`config.mk`:
```
export PLATFORM = sky130hd
export DESIGN_NAME = dfv_ram
export DESIGN_NICKNAME = d
export VERILOG_FILES = /design/src/design/dfv_ram.sv
export SDC_FILE = /design/constraint.sdc
export NUM_CORES = 1
export LEC_CHECK = 0
export ABC_CLOCK_PERIOD_IN_PS = 2600
export BUFFER_PORTS_ARGS = -buffer_cell sky130_fd_sc_hd__buf_2
export CAP_MARGIN = 10
export CORE_MARGIN = 5
export CORE_UTILIZATION = 45
export DETAILED_ROUTE_END_ITERATION = 6
export SLEW_MARGIN = 20
export SYNTH_ARGS = -nofsm -noshare
export SYNTH_HDL_FRONTEND = slang
export SYNTH_SLANG_ARGS = --single-unit
```
`constraint.sdc`:
```
create_clock -name clk -period 2.6 [get_ports clk]
set_input_delay 0 -clock clk [delete_from_list [all_inputs] [get_ports clk]]
set_output_delay 0 -clock clk [all_outputs]
set_load 0.01 [all_outputs]
```
`src/design/dfv_ram.sv`:
```
`default_nettype none
module dfv_ram #(
  parameter int WIDTH = 8,
  parameter int DEPTH = 16,
  parameter int AW    = (DEPTH > 1) ? $clog2(DEPTH) : 1
) (
  input  wire logic             clk,
  input  wire logic             wr_en,
  input  wire logic [AW-1:0]    wr_addr,
  input  wire logic [WIDTH-1:0] wr_data,
  input  wire logic [AW-1:0]    rd_addr,
  output logic      [WIDTH-1:0] rd_data
);

  logic [WIDTH-1:0] mem [0:DEPTH-1];

  // Write one word, read one word registered
  always_ff @(posedge clk) begin
    if (wr_en) begin
      mem[wr_addr] <= wr_data;
    end
    rd_data <= mem[rd_addr];
  end

endmodule
`default_nettype wire

```
Word-level counts from Yosys, hierarchy flattened
Memory sizes are Yosys's and may differ from the RTL's. A register that Yosys moved wholly into a read port is not among the register bits.
Cells that the tools add are included.
Operators by class
  add/sub/neg operators: 0
  $mul: 0
  divide/modulo/power cells: 0
  magnitude comparators: 0
  equal/unequal tests: 0
  shift operators: 0
  mux-type cells: 2
  bitwise gates (word level): 0
  reductions and logical operators: 0
Operator list (number)
  1-bit two-way mux: 2
Storage, ports and cells
  register bits after elaboration: 0
  bits in latches: 0
  RAM bits: 128
  ROM bits: 0
  input bits: 18
  output and inout port bits: 8
  logic and storage cells: 3
  memories kept: 1
Memories
  mem: words 16, bits a word 8, rd ports 1, clocked after Yosys merged registers in 1, wr ports 1, line 15  | logic [WIDTH-1:0] mem [0:DEPTH-1];

Longest topological paths before layout
Gate-level depths: netlist (run 1).
  depth in word-level cells: 2
  mapped depth: 5
  gate-level depth less buffers: 3

Worst setup path before layout (run 1)
No wires, ideal clock.
  kind: input-to-reg
  start: in wr_addr[2]
  end: mem mem[0][0] (enable)
  library setup time: 0.383 ns
  data arrival time: 1.110 ns
  required time: 2.217 ns
  path slack: 1.107 ns
  stages on the path: 2
  buffers on the path: 0
  cells stage by stage: or3b_2 > nor3_1
RTL lines
  start, declared: line 9  | input wire logic [AW-1:0] wr_addr,
  end, declared: line 15
No word-level cell before the write port.

==> key figures, run 1 <==
CTS
  • Clk_lat worst skew: 410 ps
  • TritonCTS clock tree: done
  • Post-CTS Hold Buffers: 8
  • Cts repair resizes: 0
  • Post-CTS setup buffer count: 0
  • Htree depth: 4
  • CTS buffer count: 17
  • Clock root buffer: clkbuf_16
  • CTS sink cnt: 136
  • Clock Path Buffers: 2
  • CTS clock-pin slew for the worst setup and hold paths: 60 ps

Die
  • Cell row count: 39
  • Die area: 0.0137 mm²
  • IO Count: 26
  • Initial cell density of the core: 45.5%
  • Die Wd: 117 µm
  • Core area: 0.0113 mm²
  • Die height: 117 µm

STA
  • RSZ-0062 raised after global routing: no
  • Fin. Hold Viols: 0
  • Setup violators final: 0
  • Worst Max-Slew Pin Slew: 889 ps
  • Clock Skews: 3.85 ps
  • Slew margin rel.: 40.5%
  • Post-route setup TNS: 0 ps
  • Max Clk Rate: 666 MHz
  • Max-slew violations: 0
  • Min Tclk post-route: 1500 ps
  • Part of the cycle the worst path needs: 57.7%

Yosys
  • Ranking of synthesized cells by area: edfxtp_1, mux4_2, mux4_1
  • Top cell type's share of synthesized area: 74.7%
  • Syn nets: 247
  • Sequential fraction of the synthesis area: 77.8%
  • Unique cell type count in the Yosys netlist: 19
  • FF+latch count, synth: 136
  • Synthesized area per cell: 22.5 µm²
  • Synth Cell Area: 0.00515 mm²
  • Yosys warnings: 0
  • Yosys top cell by area: edfxtp_1
  • Cells after synthesis: 229

Worst setup path
  • Worst-path fanout max: 18
  • Reg-to-reg setup timing slack: 1100 ps
  • Worst r2r path cells: 3
  • Startpoint Class: input port
  • R2R Path End: rd_data[2]$_DFF_P_
  • Reg-to-reg critical path startpoint: mem[1][2]$_DFFE_PP_
  • Critical path type: input port to flop
  • Worst Path Arrival: 1780 ps
  • Worst EP required: 2880 ps
  • Crit path capture type: flop

Placed design
  • Placed insts: 401
  • Placer Congestion: 0.758
  • Placed inst area: 0.00547 mm²
  • HPWL after DPL: 6200 µm
  • IO Port Bufs: 25

Global routing
  • Initial antenna violation count: 0
  • First-pass GRT wire length: 15200 µm
  • Pin count of the biggest net entering global routing: 19
  • GRT Overall Usage: 16.0%
  • Vias in the first global route: 2480
  • Total congestion overflow: 0

Layout
  • Fillers: 883
  • Final instance area: 0.00620 mm²
  • Highest-count cells in the layout ignoring fill and taps: edfxtp_1, buf_2, mux4_2
  • Final nets: 303
  • Share of post-route cells with drive strength above 1: 29.5%
  • Post-route insts no fill: 441
  • Final core utilization: 54.7%
  • Area growth syn-to-layout: 20.4%
  • Diodes inserted: 0
  • Commonest non-fill, non-tap cell in the layout: edfxtp_1

Min path
  • Hold Crit Class: input port to flop
  • Hold Path End: mem[4][2]$_DFFE_PP_
  • Worst hold start: wr_addr[0]
  • Hold Path Cell Cnt: 3

Power
  • Psw: 1.00 mW
  • Sequential power share: 46.7%
  • IR drop worst, VDD: 0.000376 V
  • Gate power share: 4.4%
  • Switch share: 19.0%
  • Lkg Pwr: 2.11 nW
  • Cell area power density: 852 mW/mm²
  • Clk pwr share: 48.9%
  • Power Internal: 4.28 mW

Run status
  • Outcome: completed

Detailed routing
  • Routed WL: 9910 µm
  • Post-route antenna net violation count: 0
  • DR iter-0 viols: 160
  • # DRC: 0
  • DRT Pass-1 Iters: 4
  • DR WL/cell: 22.5 µm
  • Vias: 2461
  • Vias per inst: 5.58

Flow run
  • Max_cap viols: 0
## routing by layer
layer | part of all wire [%] | global-route usage (%) | vias up
met5 | 0 | 0 | -
met4 | 1.2 | 5.28 | 0
met3 | 5.8 | 4.47 | 11
met2 | 49 | 24.9 | 80
met1 | 44 | 22.3 | 1278
li1 | - | - | 1092
## critical path: stages
cell and delay, ps:
buf_2 460, buf_4 370, mux4_2 530, a22oi_1 330
nand2_1 80
## metrics by stage
step / hold WS, ps / power, mW / setup WS (ps)
after CTS: 137 / 5.33 / 1070
after floorplan: 98.9 / 2.64 / 1110
final: 158 / 5.28 / 1100
after global routing: 154 / 5.46 / 976
after global placement: 386 / 2.73 / 657
after detailed placement: 401 / 2.74 / 660
## power by group through the flow
stage | sequential, mW | clock [mW] | combinational [mW]
after detailed placement | 2.51 | 0 | 0.226
after CTS | 2.47 | 2.62 | 0.237
after global placement | 2.51 | 0 | 0.222
after floorplan | 2.51 | 0 | 0.124
after global routing | 2.47 | 2.73 | 0.254
final | 2.47 | 2.58 | 0.232
## final cells by class
class	count	area [µm²]	share of cell area (%)
clock buffers	20	447	7.21
clock inverters	12	200	3.23
multi-input cells	83	1060	17.1
flip-flops and latches	136	4000	64.6
well taps	143	179	2.89
repair buffers	47	310	5.01
## synthesized netlist by cell type
library cell / number
nand3_1: 1
nor3_1: 4
dfxtp_1: 8
nand2_1: 9
clkdlybuf4s25_2: 3
buf_6: 3
nor2_1: 13
buf_2: 3
nand2b_1: 2
buf_4: 1
mux4_1: 14
nand3b_1: 2
nor2b_1: 1
and2_1: 1
a22oi_1: 16
edfxtp_1: 128
mux4_2: 18
or3b_2: 1
and2b_1: 1
## logic make-up (layout without fill, tap and decap cells)
kind of cell	Yosys count	after routing	share of synthesized area (%)
mux	32	32	15.0
buf+inv	10	79	1.68
compound gates	16	16	2.33
flops	136	136	77.8
simple gates	35	35	3.18
## state kept, by name (all words and copies together) (netlist names)
signal / cells
mem: 128
rd_data: 8
## worst max path at each step
| stage | slack [ps] | end | start | depth (start not counted) |
|---|---|---|---|---|
| 3_5_place_dp | 660 | rd_data[7]$_DFF_P_ | rd_addr[0] | 5 |
| 5_1_grt | 980 | rd_data[7]$_DFF_P_ | rd_addr[0] | 5 |
| 3_3_place_gp | 660 | rd_data[7]$_DFF_P_ | rd_addr[0] | 5 |
| 6_report | 1100 | rd_data[7]$_DFF_P_ | rd_addr[0] | 5 |
| 4_1_cts | 1070 | rd_data[7]$_DFF_P_ | rd_addr[0] | 5 |
| 2_1_floorplan | 1110 | mem[0][0]$_DFFE_PP_ | wr_addr[2] | 2 |
Note: power is estimated with default switching activity, not from simulation.
==> run 2: changes to the inputs <==
Settings changed: ABC_CLOCK_PERIOD_IN_PS 2600 to 1530.
Clock period 2.6 ns to 1.53 ns, I/O delays scaled along.
==> key figures, run 2 (synthesized netlist as in run 1, its figures left out) <==
STA
  • Max Clk Rate: 724 MHz
  • Part of the cycle the worst path needs: 90.3%
  • RSZ-0062 raised after global routing: no
  • Fin. Hold Viols: 0
  • Setup violators final: 0
  • Min Tclk post-route: 1380 ps
  • Slew margin rel.: 71.5%
  • Post-route setup TNS: 0 ps
  • Worst Max-Slew Pin Slew: 428 ps
  • Clock Skews: 5.06 ps
  • Setup ws final: 149 ps
  • Max-slew violations: 0

Global routing
  • Vias in the first global route: 2582
  • Initial antenna violation count: 0
  • Total congestion overflow: 0
  • Pin count of the biggest net entering global routing: 23
  • First-pass GRT wire length: 15400 µm
  • GRT Overall Usage: 16.0%

CTS
  • Clock Path Buffers: 2
  • Clk_lat worst skew: 400 ps
  • Clock root buffer: clkbuf_16
  • TritonCTS clock tree: done
  • CTS buffer count: 17
  • CTS sink cnt: 136
  • CTS clock-pin slew for the worst setup and hold paths: 60 ps
  • Htree depth: 4

Detailed routing
  • DR WL/cell: 22.0 µm
  • Routed WL: 9930 µm
  • Post-route antenna net violation count: 0
  • DRT Pass-1 Iters: 4
  • Vias: 2461
  • # DRC: 0
  • Vias per inst: 5.44
  • DR iter-0 viols: 182

Placed design
  • HPWL after DPL: 6430 µm
  • IO Port Bufs: 25
  • Placer Congestion: 0.779
  • Dpl ws: 78.9 ps

Layout
  • Highest-count cells in the layout ignoring fill and taps: edfxtp_1, buf_2, buf_4
  • Area growth syn-to-layout: 21.4%
  • Diodes inserted: 0
  • Commonest non-fill, non-tap cell in the layout: edfxtp_1
  • Top flop regs: mem (128), rd_data (8)
  • Share of post-route cells with drive strength above 1: 32.7%
  • Largest register FFs: 128
  • Biggest register: mem
  • Final nets: 314

Worst setup path
  • Critical path type: flop to flop
  • Reg-to-reg setup timing slack: 150 ps
  • Worst-path fanout max: 1
  • Worst Path Arrival: 1660 ps
  • CP Cell Sequence: mux4_1 > a22oi_1 > nand2_1
  • Largest stage delay on the critical path: 490 ps
  • Crit path capture type: flop
  • Worst EP required: 1810 ps
  • Startpoint Class: flop
  • Slowest-stage cell, CP: mux4_1

Power
  • Cell area power density: 1360 mW/mm²
  • Lkg Pwr: 2.14 nW
  • IR drop worst, VDD: 0.000735 V

Min path
  • Hold Crit Class: input port to flop

Flow run
  • Max_cap viols: 0

Die
  • Die area: 0.0137 mm²
  • Initial cell density of the core: 45.5%
  • Cell row count: 39
  • Core area: 0.0113 mm²
  • Die height: 117 µm
  • IO Count: 26
  • Die Wd: 117 µm

Run status
  • Outcome: completed
[run 2: layout make-up]
| class | count | area, µm² |
|---|---|---|
| clock buffer | 18 | 439 |
| tap | 143 | 179 |
| sequential | 136 | 4000 |
| fill | 874 | 5070 |
| clock inverter | 14 | 139 |
| multi-input combinational | 83 | 1060 |
| timing repair buffer | 58 | 430 |
[run 2: timing repair]
item	CTS	global route
hold buffers	8	0
endpoints found under the setup margin	0	0
hold endpoints to repair	128	0
gates resized for setup	0	0
buffers inserted	0	0
[run 2: worst paths after layout]
| kind | start | endpoint | depth (start not counted) |
|---|---|---|---|
| worst max register to register | mem[11][4]$_DFFE_PP_ | rd_data[4]$_DFF_P_ | 3 |
| worst min-delay path | wr_addr[0] | mem[4][1]$_DFFE_PP_ | 3 |
| worst max-delay path | mem[11][4]$_DFFE_PP_ | rd_data[4]$_DFF_P_ | 3 |
| worst min register to register | mem[11][5]$_DFFE_PP_ | rd_data[5]$_DFF_P_ | 3 |
[run 2: through the flow]
step / power [mW] / hold slack (ps) / cell area, µm² / util [%] / cells
after floorplan: 4.48 / 98.9 / 5150 / - / 229
after global placement: 4.67 / 383 / 5590 / 49.4 / 412
after detailed placement: 4.68 / 394 / 5590 / 49.4 / 412
after CTS: 8.57 / 127 / 6250 / 55.2 / 452
after global routing: 8.79 / 158 / 6250 / 55.2 / 452
final: 8.48 / 140 / 6250 / 55.2 / 452
[run 2: worst max-delay path, delay by kind of cell (launching register included)]
kind	cells	cell delay [ps]
AOI/OAI and AO/OA	1	320
muxes	1	490
and+or+nand+nor	1	80
DFF	1	370
[run 2: per-layer routing]
layer	share of wire [%]	wire, µm	GRT usage, %	up-vias
met1	46	4530	23.3	1280
met3	5.5	550	3.55	5
met2	48	4800	24.3	58
met4	0.53	53	5.50	0
met5	0	0	0	-
li1	-	-	-	1118
[run 2: where the power goes]
| part | total [mW] | internal [mW] | switching [mW] | leakage, nW |
|---|---|---|---|---|
| combinational | 0.421 | 0.193 | 0.228 | 0.648 |
| clock | 3.87 | 2.31 | 1.56 | 0.265 |
| sequential | 4.19 | 4.17 | 0.0245 | 1.22 |
| total | 8.48 | 6.67 | 1.81 | 2.14 |
